## config.mk

```make
export PLATFORM = sky130hd
export DESIGN_NAME = icr_div_cell
export DESIGN_NICKNAME = d
export VERILOG_FILES = /design/src/hdl/icr_pkg.sv /design/src/hdl/icr_div_cell.sv
export SDC_FILE = /design/constraint.sdc
export NUM_CORES = 1
export LEC_CHECK = 0
export BUFFER_PORTS_ARGS = -buffer_cell sky130_fd_sc_hd__buf_2
export CORE_AREA = 2 2 308 310
export CTS_CLUSTER_DIAMETER = 40
export CTS_CLUSTER_SIZE = 20
export DETAILED_ROUTE_END_ITERATION = 10
export DIE_AREA = 0 0 310 312
export HOLD_SLACK_MARGIN = 0.08
export REMOVE_ABC_BUFFERS = 1
export SETUP_SLACK_MARGIN = 0.02
export SYNTH_ARGS = -nofsm -noshare
export SYNTH_HDL_FRONTEND = slang
export SYNTH_SLANG_ARGS = --single-unit
```

## constraint.sdc

```tcl
create_clock -name clk -period 1.2 [get_ports clk]
set_input_delay 0.18 -clock clk [delete_from_list [all_inputs] [get_ports clk]]
set_output_delay 0.18 -clock clk [all_outputs]
set_load 0.03 [all_outputs]
```

## src/hdl/icr_pkg.sv

```systemverilog
// Shared types and constants for the impulse collision response unit.
// Used by icr_div_cell and impulse_collision_response_unit; no dependencies.
package icr_pkg;

	localparam int VEL_W  = 32;
	localparam int NRM_W  = 16;
	localparam int DEN_W  = 33;
	localparam int Q_W    = 25;   // weight quotient, up to 2^24 inclusive
	localparam int NUM_W  = DEN_W + Q_W - 1;
	localparam int G_W    = 38;
	localparam int CELLS  = Q_W;
	localparam logic [Q_W-1:0] W_ONE  = Q_W'(1) << 24;
	localparam logic [Q_W-1:0] W_HALF = Q_W'(1) << 23;
	localparam logic [16:0] RESTITUTION_RESET = 17'h10000;

	typedef struct packed {
		logic [2:0][VEL_W-1:0] va;
		logic [2:0][VEL_W-1:0] vb;
		logic [2:0][NRM_W-1:0] n;
		logic [G_W-1:0]        g;
		logic                  applied;
		logic                  den_zero;
	} job_t;

	typedef struct packed {
		logic [DEN_W-1:0] rem;
		logic [Q_W-1:0]   bits;
		logic [Q_W-1:0]   quo;
		logic [DEN_W-1:0] den;
		job_t             job;
	} div_t;

endpackage

```

## src/hdl/icr_div_cell.sv

```systemverilog
// One restoring-division cell: retires one quotient bit of the mass weight.
// Depends on icr_pkg for the div_t payload carried along the chain.
module icr_div_cell (
	input  logic          clk,
	input  logic          arst_n,
	input  logic          en,
	input  logic          in_valid,
	input  icr_pkg::div_t d,
	output logic          out_valid,
	output icr_pkg::div_t r
);

	logic [icr_pkg::DEN_W:0] trial;
	logic [icr_pkg::DEN_W:0] sub;
	logic                    ge;
	icr_pkg::div_t           nxt;

	always_comb begin
		trial = {d.rem, d.bits[icr_pkg::Q_W-1]};
		sub   = trial - {1'b0, d.den};
		ge    = trial >= {1'b0, d.den};
		nxt   = d;
		nxt.rem  = ge ? sub[icr_pkg::DEN_W-1:0] : trial[icr_pkg::DEN_W-1:0];
		nxt.bits = {d.bits[icr_pkg::Q_W-2:0], 1'b0};
		nxt.quo  = {d.quo[icr_pkg::Q_W-2:0], ge};
	end

	always_ff @(posedge clk or negedge arst_n) begin
		if (!arst_n) begin
			out_valid <= 1'b0;
		end else if (en) begin
			out_valid <= in_valid;
		end
	end

	always_ff @(posedge clk) begin
		if (en) begin
			r <= nxt;
		end
	end

endmodule

```

Word-level counts from Yosys, hierarchy flattened. Index checks and enable logic that the tools add are counted.

Bits in registers: 396. Input port bits: 400. Output and inout bits: 397. Word-level logic and storage cells: 20.

$add $sub $neg: 1. Magnitude comparators: 1. Mux-type cells: 1.

Operators by type and width (count): greater-or-equal comparator 34 x 33 -> 1 bit (1); 2-to-1 mux 33 bit (1); subtractor 33 bit (1).

Logic depth before layout (Yosys ltp). Gate-level depths: netlist of run 1.

Depth after elaboration: 2. Depth in mapped cells: 14. Mapped depth without buffers: 12.

Worst setup path after synthesis of run 1. Ideal clock, no wire load.

Path type: input to register. From: in d[362] in the netlist's numbering. To: reg r[364] in the netlist's numbering, data pin. Arrival: 2359 ps. Required time: 940 ps. Setup slack: -1419 ps. Stages: 12. Path buffers: 1. Cells stage by stage: inv_1 -> ha_1 -> inv_1 -> fa_1 -> a21o_1 -> a221oi_2 -> o21ai_2 -> a21boi_2 -> o31ai_2 -> a21oi_4 -> buf_12 -> mux2_4.

RTL lines: start: declaration (RTL line icr_div_cell.sv:8) `input icr_pkg::div_t d,`; end signal: assignment (RTL line icr_div_cell.sv:38) `r <= nxt;`; end: declaration (RTL line icr_div_cell.sv:10) `output icr_pkg::div_t r`.

==> results of run 1 <==
[how the worst max path moves through the flow]
| stage | startpoint | to | depth (start not counted) |
|---|---|---|---|
| 2_1_floorplan | d[362] | r[364] | 11 |
| 5_1_grt | d[362] | r[387] | 15 |
| 3_5_place_dp | d[362] | r[372] | 13 |
| 3_3_place_gp | d[362] | r[374] | 13 |
| 6_report | d[362] | r[387] | 15 |
| 4_1_cts | d[362] | r[395] | 15 |
[synth_stat cells (all sizes together), types with 2 or more instances]
cell and number:
o31ai 6, a211o 2, nor2b 3, o211ai 3, a21o 12, a21oi 34
a21boi 2, or3 2, ha 33, a211oi 3, a31oi 3, inv 45
o21a 4, nand2b 4, mux2 2, a2111oi 2, xor2 13, clkbuf 3
nor2 14, edfxtp 395, xnor2 15, nand4 5, o21bai 6, nand2 52
nor3 4, and3 9, nor4 4, o21ai 48, buf 15, nand3 6
[worst max-delay path: cells and delay by family]
family | cells | cell delay, ps
fa+ha+maj | 2 | 500
simple gates | 1 | 70
buf+inv | 5 | 540
compound gates | 6 | 1020
xor+xnor | 1 | 180
[power groups by stage]
stage | Combinational, W | Clock (W) | Sequential, W
global route | 0.0105 | 0.0224 | 0.0174
finish | 0.0100 | 0.0213 | 0.0174
CTS | 0.00970 | 0.0219 | 0.0173
detailed placement | 0.00716 | 0 | 0.0172
floorplan | 0.00116 | 0 | 0.0196
global placement | 0.00712 | 0 | 0.0173
[through the flow]
| stage | worst slack (ps) | power [W] | instances | area, µm² |
|---|---|---|---|---|
| global route | -941 | 0.0504 | 3509 | 30800 |
| global placement | -1890 | 0.0244 | 2956 | 21200 |
| CTS | -880 | 0.0489 | 3496 | 30300 |
| detailed placement | -1960 | 0.0244 | 2956 | 21200 |
| floorplan | -2390 | 0.0208 | 747 | 14300 |
| finish | -939 | 0.0487 | 3510 | 30800 |
[layout by cell type, fill, tap and decap left out, types with 4 or more instances in the layout]
cell / count
edfxtp_1: 395
and3_1: 7
nor2_1: 14
xnor2_1: 14
a21oi_1: 27
clkbuf_16: 78
clkinv_1: 6
nand2_2: 12
o21ai_2: 23
ha_1: 18
buf_6: 401
buf_4: 158
inv_6: 10
bufinv_16: 9
inv_8: 7
inv_1: 41
a21oi_2: 5
clkinvlp_4: 6
o21ai_1: 12
clkbuf_1: 10
nand2_1: 40
nand3_1: 6
xor2_1: 11
o31ai_2: 4
clkinv_4: 4
nand4_1: 5
o21a_1: 4
dlygate4sd3_1: 399
buf_12: 12
a21o_1: 11
buf_2: 396
o21bai_1: 6
ha_4: 14
o21ai_0: 12
[cell type report]
type | instances | share of cell area, %
antenna | 3 | 0.0244
clock buffer | 84 | 6.13
tap | 1254 | 5.09
multi-input combinational | 306 | 8.48
clock inverter | 50 | 2.07
inverter | 45 | 0.556
timing repair buffer | 1372 | 39.1
sequential | 396 | 38.6
[kinds of logic (layout without fill, tap and decap cells)]
family	Yosys count	in the layout
other	1	4
DFF	396	396
xor gates and xnor gates	28	28
and+or+nand+nor	105	105
muxes	2	2
buffers and inverters	63	1551
adders and majority gates	34	34
AOI/OAI and AO/OA	136	136
[flip-flops by register name (all words and copies together), names as in the netlist]
register	cells
out_valid	1
r	395
[layer usage]
layer  up-vias  share of wire [%]  track usage (%)
met5         -               0.11                0
met4        12                4.4             6.66
met3       158                8.5             4.78
met2       641                 50             25.7
met1      6266                 36             15.6
li1       5837                  -                -
[repair_timing]
action / in CTS / in global routing
gates resized for setup: 810 / 53
setup buffers: 9 / 6
pin swaps: 26 / 26
hold buffers: 399 / 0
gates cloned: 0 / 5
hold endpoints to repair: 435 / 0
endpoints found under the setup margin: 430 / 430
==> summary.txt, run 1 <==
Layout
  • Final-stage net count: 2627
  • Register area: 0.0119 mm²
  • Layout cells sized above 1: 52.5%
  • Layout area overhead: 114%
  • Multi-input logic area: 0.00262 mm²
  • Post-layout utilization of the core: 33.1%
  • Fillers: 8994

Setup path
  • RR Startpoint: out_valid
  • Reg2reg end: out_valid
  • Highest-delay cell along the critical path: fa_2
  • Crit path cell chain: buf_8 > inv_4 > ha_4 > inv_2 > fa_2 > a21o_4 > a221oi_4 > buf_4 > o211a_1 > o21ai_2 > a211oi_2 > buf_4 > nor2_1 > xnor2_1 > o21ai_1
  • Worst R2R Path Depth: 1
  • Worst R2R Setup Slack: 430 ps
  • Most used cell, CP: buf_4
  • Critical path startpoint category: primary input
  • Crit Path Class: in -> reg
  • Worst EP arrival: 2490 ps
  • Critical Path End Type: flip-flop
  • Slowest stage delay, CP: 350 ps
  • CP required: 1550 ps
  • Critical path peak fanout: 3

Status
  • Outcome: finished with violations
  • Failing checks: negative setup slack

Drt
  • Number of detailed-route iterations in the first pass: 5
  • First DRT Iteration DRCs: 824
  • Residual DRC: 0
  • Routed Antenna Nets: 0
  • Vias per cell: 3.68
  • Routed WL per cell: 21.1 µm
  • Final wirelength: 74100 µm
  • DR vias: 12900

Global route
  • Vias in the first global route: 14100
  • Largest net degree at the start of global routing: 34
  • Total track usage: 14.5%
  • First-pass GRT wire length: 99700 µm
  • Initial antenna violation count: 16
  • Total grt overflow: 0

Synth
  • Compound-Gate Fraction of Synth Area: 6.94%
  • Combinational family with the most area after synthesis: compound AO/OA/AOI/OAI gates
  • Top cell type's share of synthesized area: 82.2%
  • Mean Syn Cell Area: 18.9 µm²
  • Simple-Gate Fraction of Synth Area: 3.59%
  • Synth async-reset ratio: 0.253%
  • Distinct cell type count after synthesis: 63
  • Yosys top cell by area: edfxtp_1
  • Adder-cell share of the synthesized area: 3.00%
  • Post-Syn Instances: 765
  • Prevailing post-synth register cell: edfxtp_1
  • Sequential area share after synthesis: 82.3%
  • Post-synth EDFFs: 395
  • Cell area after synthesis: 0.0144 mm²
  • Post-synthesis register bit count: 396
  • Top cells by area, synth: edfxtp_1 82%, ha_1 2.9%, o21ai_2 1.2%, inv_1 1.1%, a21oi_1 1.1%
  • Post-synthesis mux area share: 0.182%
  • Xor/xnor cell area share of the yosys netlist: 1.70%
  • Syn. warnings: 0

Clocking
  • # H-tree levels: 3
  • TritonCTS clock tree: done
  • Clock-pin slew of the registers on the worst-case setup and hold paths: 50 ps
  • Clock sink total: 396
  • Clk root buf: clkbuf_16
  • Longest Clk Path Bufs: 3
  • Clk Latency, worst-skew pair: 600 ps
  • TritonCTS buffer count: 72

Floorplanning
  • Core Region: 0.0930 mm²
  • Chip width: 310 µm
  • I/O Pins: 797
  • Die height: 312 µm
  • Row cnt: 112
  • Initial Util: 15.5%
  • DIE AREA: 0.0967 mm²

Min path
  • Worst Hold Path Cells: 3
  • Hold Crit Start: d[363]
  • Hold EP: r[364]
  • Min-delay worst type: in -> reg

Timing
  • Setup TNS: -83360 ps
  • Unrepaired setup endpoints after global routing: true
  • Setup WS post-layout: -939 ps
  • Hold Fails Final Rpt: 0
  • Max Fclk: 0.468 GHz
  • Final hold slack: 147 ps
  • Slew headroom: 63.8%
  • Final period util: 178%
  • Slew Limit Fails: 0
  • Fin crit period: 2140 ps
  • Final setup viols: 430
  • Worst Clk Skew: 0 ps
  • Worst-Margin Slew: 540 ps

Pwr
  • Sequential share of power: 35.6%
  • Sw Share: 28.3%
  • PwrDens: 1580 mW/mm²
  • Net Switching: 0.0138 W
  • Total internal power: 0.0349 W
  • Leak pwr: 12.9 nW
  • Clk pwr share: 43.8%
  • Combinational power share: 20.6%
  • Peak supply drop: 0.00139 V

Placed design
  • PortBufs: 794
  • Hpwl dp: 52900 µm
  • Final RePlAce weighted congestion: 0.865

Run
  • Max Cap Viol: 0
No activity file was read; power rests on OpenSTA's default activity.
==> inputs of run 2 (changes only) <==
--- a/config.mk
+++ b/config.mk
@@ -5,14 +5,14 @@
 export SDC_FILE = /design/constraint.sdc
 export NUM_CORES = 1
 export LEC_CHECK = 0
+export ABC_AREA = 1
 export BUFFER_PORTS_ARGS = -buffer_cell sky130_fd_sc_hd__buf_2
-export CORE_AREA = 2 2 308 310
+export CORE_AREA = 2 2 313 315
 export CTS_CLUSTER_DIAMETER = 40
 export CTS_CLUSTER_SIZE = 20
 export DETAILED_ROUTE_END_ITERATION = 10
-export DIE_AREA = 0 0 310 312
+export DIE_AREA = 0 0 315 317
 export HOLD_SLACK_MARGIN = 0.08
-export REMOVE_ABC_BUFFERS = 1
 export SETUP_SLACK_MARGIN = 0.02
 export SYNTH_ARGS = -nofsm -noshare
 export SYNTH_HDL_FRONTEND = slang
==> run 2 against run 1 <==
- the run still ends with negative setup slack left
- clock skew stayed put
- critical path depth shrank 14
- routed wire length up 22%
- via count rose by 15%
- critical path type is now reg -> out
- largest cell class unchanged
==> summary.txt, run 2 <==
Pwr
  • Leak pwr: 14.3 nW
  • Total internal power: 0.0348 W
  • Clk pwr share: 42.8%
  • Peak supply drop: 0.00119 V
  • PwrDens: 1500 mW/mm²
  • Combinational power share: 22.2%
  • Sw Share: 30.0%
  • Net Switching: 0.0149 W
  • Sequential share of power: 35.0%

Setup path
  • Reg2reg end: out_valid
  • CP top delay family: flip-flops
  • Worst R2R Setup Slack: 440 ps
  • Critical path startpoint category: flip-flop
  • Critical path peak fanout: 1
  • CP required: 1020 ps
  • Crit path cell chain: buf_6
  • Critical path buffers and inverters: 1
  • Critical Path End Type: output port
  • Slowest stage delay, CP: 480 ps
  • Crit Path Class: reg -> out
  • Worst R2R Path Depth: 1
  • RR Startpoint: out_valid
  • Highest-delay cell along the critical path: edfxtp_1
  • Worst EP arrival: 1320 ps

Clocking
  • Clk root buf: clkbuf_16
  • Clock sink total: 396
  • Clock-pin slew of the registers on the worst-case setup and hold paths: 60 ps
  • Longest Clk Path Bufs: 3
  • Clk Latency, worst-skew pair: 630 ps
  • TritonCTS clock tree: done
  • # H-tree levels: 3
  • TritonCTS buffer count: 73

Synth
  • Distinct cell type count after synthesis: 35
  • Prevailing post-synth register cell: edfxtp_1
  • Syn. warnings: 0
  • Post-Syn Nets: 1517
  • Top cell type's share of synthesized area: 77.7%
  • Adder-cell share of the synthesized area: 2.84%
  • Xor/xnor cell area share of the yosys netlist: 0.803%
  • Sequential area share after synthesis: 77.9%
  • Post-Syn Instances: 1083
  • Simple-Gate Fraction of Synth Area: 13.0%
  • Top cells by count, synth: 395 x edfxtp_1, 289 x nand2_1, 158 x inv_1
  • Combinational family with the most area after synthesis: simple AND/OR/NAND/NOR gates
  • Post-synth EDFFs: 395
  • Synth async-reset ratio: 0.253%
  • Yosys top cell by area: edfxtp_1
  • Top cells by area, synth: edfxtp_1 78%, nand2_1 7.1%, inv_1 3.9%, ha_1 2.7%, nand3_1 1.8%
  • Post-synthesis register bit count: 396
  • Compound-Gate Fraction of Synth Area: 0.894%
  • Post-synthesis mux area share: 0.0738%
  • Mean Syn Cell Area: 14.1 µm²
  • Cell area after synthesis: 0.0153 mm²
  • Most common cell in the netlist: edfxtp_1

Layout
  • Layout area overhead: 116%
  • Most frequent cells in the layout: 418 x buf_6, 398 x dlygate4sd3_1, 395 x edfxtp_1, 367 x buf_2, 204 x nand2_1
  • Post-layout utilization of the core: 34.3%
  • Final-stage net count: 2953
  • Max FFs per register: 395
  • Leading cell type in the layout, fill and taps excluded: buf_6
  • Top reg by flops: r
  • Layout cells sized above 1: 53.1%
  • Fillers: 9272
  • Post-layout instance area: 0.0330 mm²
  • Non-Filler Instances: 3868
  • Largest regs: r x395, out_valid x1

Global route
  • Largest net degree at the start of global routing: 33
  • First-pass GRT wire length: 119000 µm
  • Vias in the first global route: 15600
  • Total track usage: 17.1%
  • Initial antenna violation count: 22
  • Total grt overflow: 0

Floorplanning
  • DIE AREA: 0.0999 mm²
  • Core Region: 0.0963 mm²
  • Row cnt: 114
  • Initial Util: 15.9%
  • Chip width: 315 µm
  • I/O Pins: 797
  • Die height: 317 µm

Timing
  • Max Fclk: 0.668 GHz
  • Final hold slack: 117 ps
  • Final setup viols: 430
  • Setup WS post-layout: -298 ps
  • Hold Fails Final Rpt: 0
  • Setup TNS: -69880 ps
  • Worst Clk Skew: 0 ps
  • Slew Limit Fails: 0
  • Fin crit period: 1500 ps
  • Final period util: 125%
  • Unrepaired setup endpoints after global routing: true

Min path
  • Hold EP: r[363]
  • Min-delay worst type: in -> reg
  • Worst Hold Path Cells: 5
  • Hold Crit Start: d[280]

Drt
  • Routed WL per cell: 23.4 µm
  • Routed Antenna Nets: 0
  • First DRT Iteration DRCs: 995
  • DR vias: 14900
  • Final wirelength: 90400 µm
  • Number of detailed-route iterations in the first pass: 5
  • Vias per cell: 3.85
  • Residual DRC: 0

Placed design
  • PortBufs: 794
  • Dpl cells: 3267
  • Hpwl dp: 66300 µm
  • Placed cell area: 0.0223 mm²
  • Final RePlAce weighted congestion: 0.904

Run
  • Max Cap Viol: 0

Status
  • Failing checks: negative setup slack
  • Outcome: finished with violations
[run 2: cell types whose count changed after synthesis, moves of 12 or more]
cell / previous run / this run
nand2_1: 42 / 289
inv_1: 44 / 158
nand3_1: 6 / 56
nor2_1: 14 / 36
o21ai_2: 20 / 0
nand3_2: 0 / 14
xnor2_1: 15 / 1
o21ai_0: 14 / 1
o21ai_1: 13 / 0
a21oi_1: 32 / 20
[run 2: worst max-delay path by stage]
stage	startpoint	endpoint	slack, ps	cells after the start
floorplan	d[362]	r[391]	-500	14
global placement	d[290]	r[384]	-980	13
detailed placement	d[291]	r[363]	-970	10
CTS	r[72]	r[72]	-360	1
global route	r[139]	r[139]	-350	1
finish	r[139]	r[139]	-300	1
[run 2: power by group through the flow]
stage | logic (W) | registers, W | clock network (W)
after floorplan | 0.00148 | 0.0196 | 0
after global placement | 0.00752 | 0.0173 | 0
after detailed placement | 0.00757 | 0.0173 | 0
after CTS | 0.0106 | 0.0174 | 0.0217
after global routing | 0.0115 | 0.0175 | 0.0223
final | 0.0110 | 0.0174 | 0.0213
[run 2: stage by stage]
stage,setup WS (ps),total power (W)
global route,-355,0.0513
global placement,-983,0.0248
finish,-298,0.0497
CTS,-363,0.0497
floorplan,-500,0.0211
detailed placement,-970,0.0249
[run 2: layout make-up]
cell class | count | area, µm² | share of cell area (%)
Timing Repair Buffer | 1364 | 12300 | 37.3
Sequential cell | 396 | 11900 | 36.0
Multi-Input combinational cell | 524 | 4030 | 12.2
Clock buffer | 80 | 1850 | 5.61
Tap cell | 1276 | 1600 | 4.83
Clock inverter | 55 | 668 | 2.02
Inverter | 160 | 656 | 1.98
Antenna cell | 13 | 32.5 | 0.0985
[run 2: cells by family after synthesis]
| family | Yosys count |
|---|---|
| compound gates | 25 |
| flops | 396 |
| buf+inv | 170 |
| other cells | 1 |
| mux | 1 |
| xor+xnor | 14 |
| simple gates | 442 |
| fa+ha+maj | 34 |
[run 2: routing by layer]
| layer | vias up | wire [µm] | global-route usage [%] |
|---|---|---|---|
| met1 | 7277 | 33400 | 19.1 |
| li1 | 6634 | - | - |
| met4 | 10 | 4690 | 8.41 |
| met5 | - | 69 | 0 |
| met3 | 192 | 9690 | 7.28 |
| met2 | 773 | 42500 | 28.0 |
[run 2: timing repair]
action,CTS,global route
endpoints found under the setup margin,430,430
setup buffers,28,19
resized for setup,1008,122
hold buffers,395,3
cloned,10,1
pin swaps,75,98
endpoints found under the hold margin,463,3
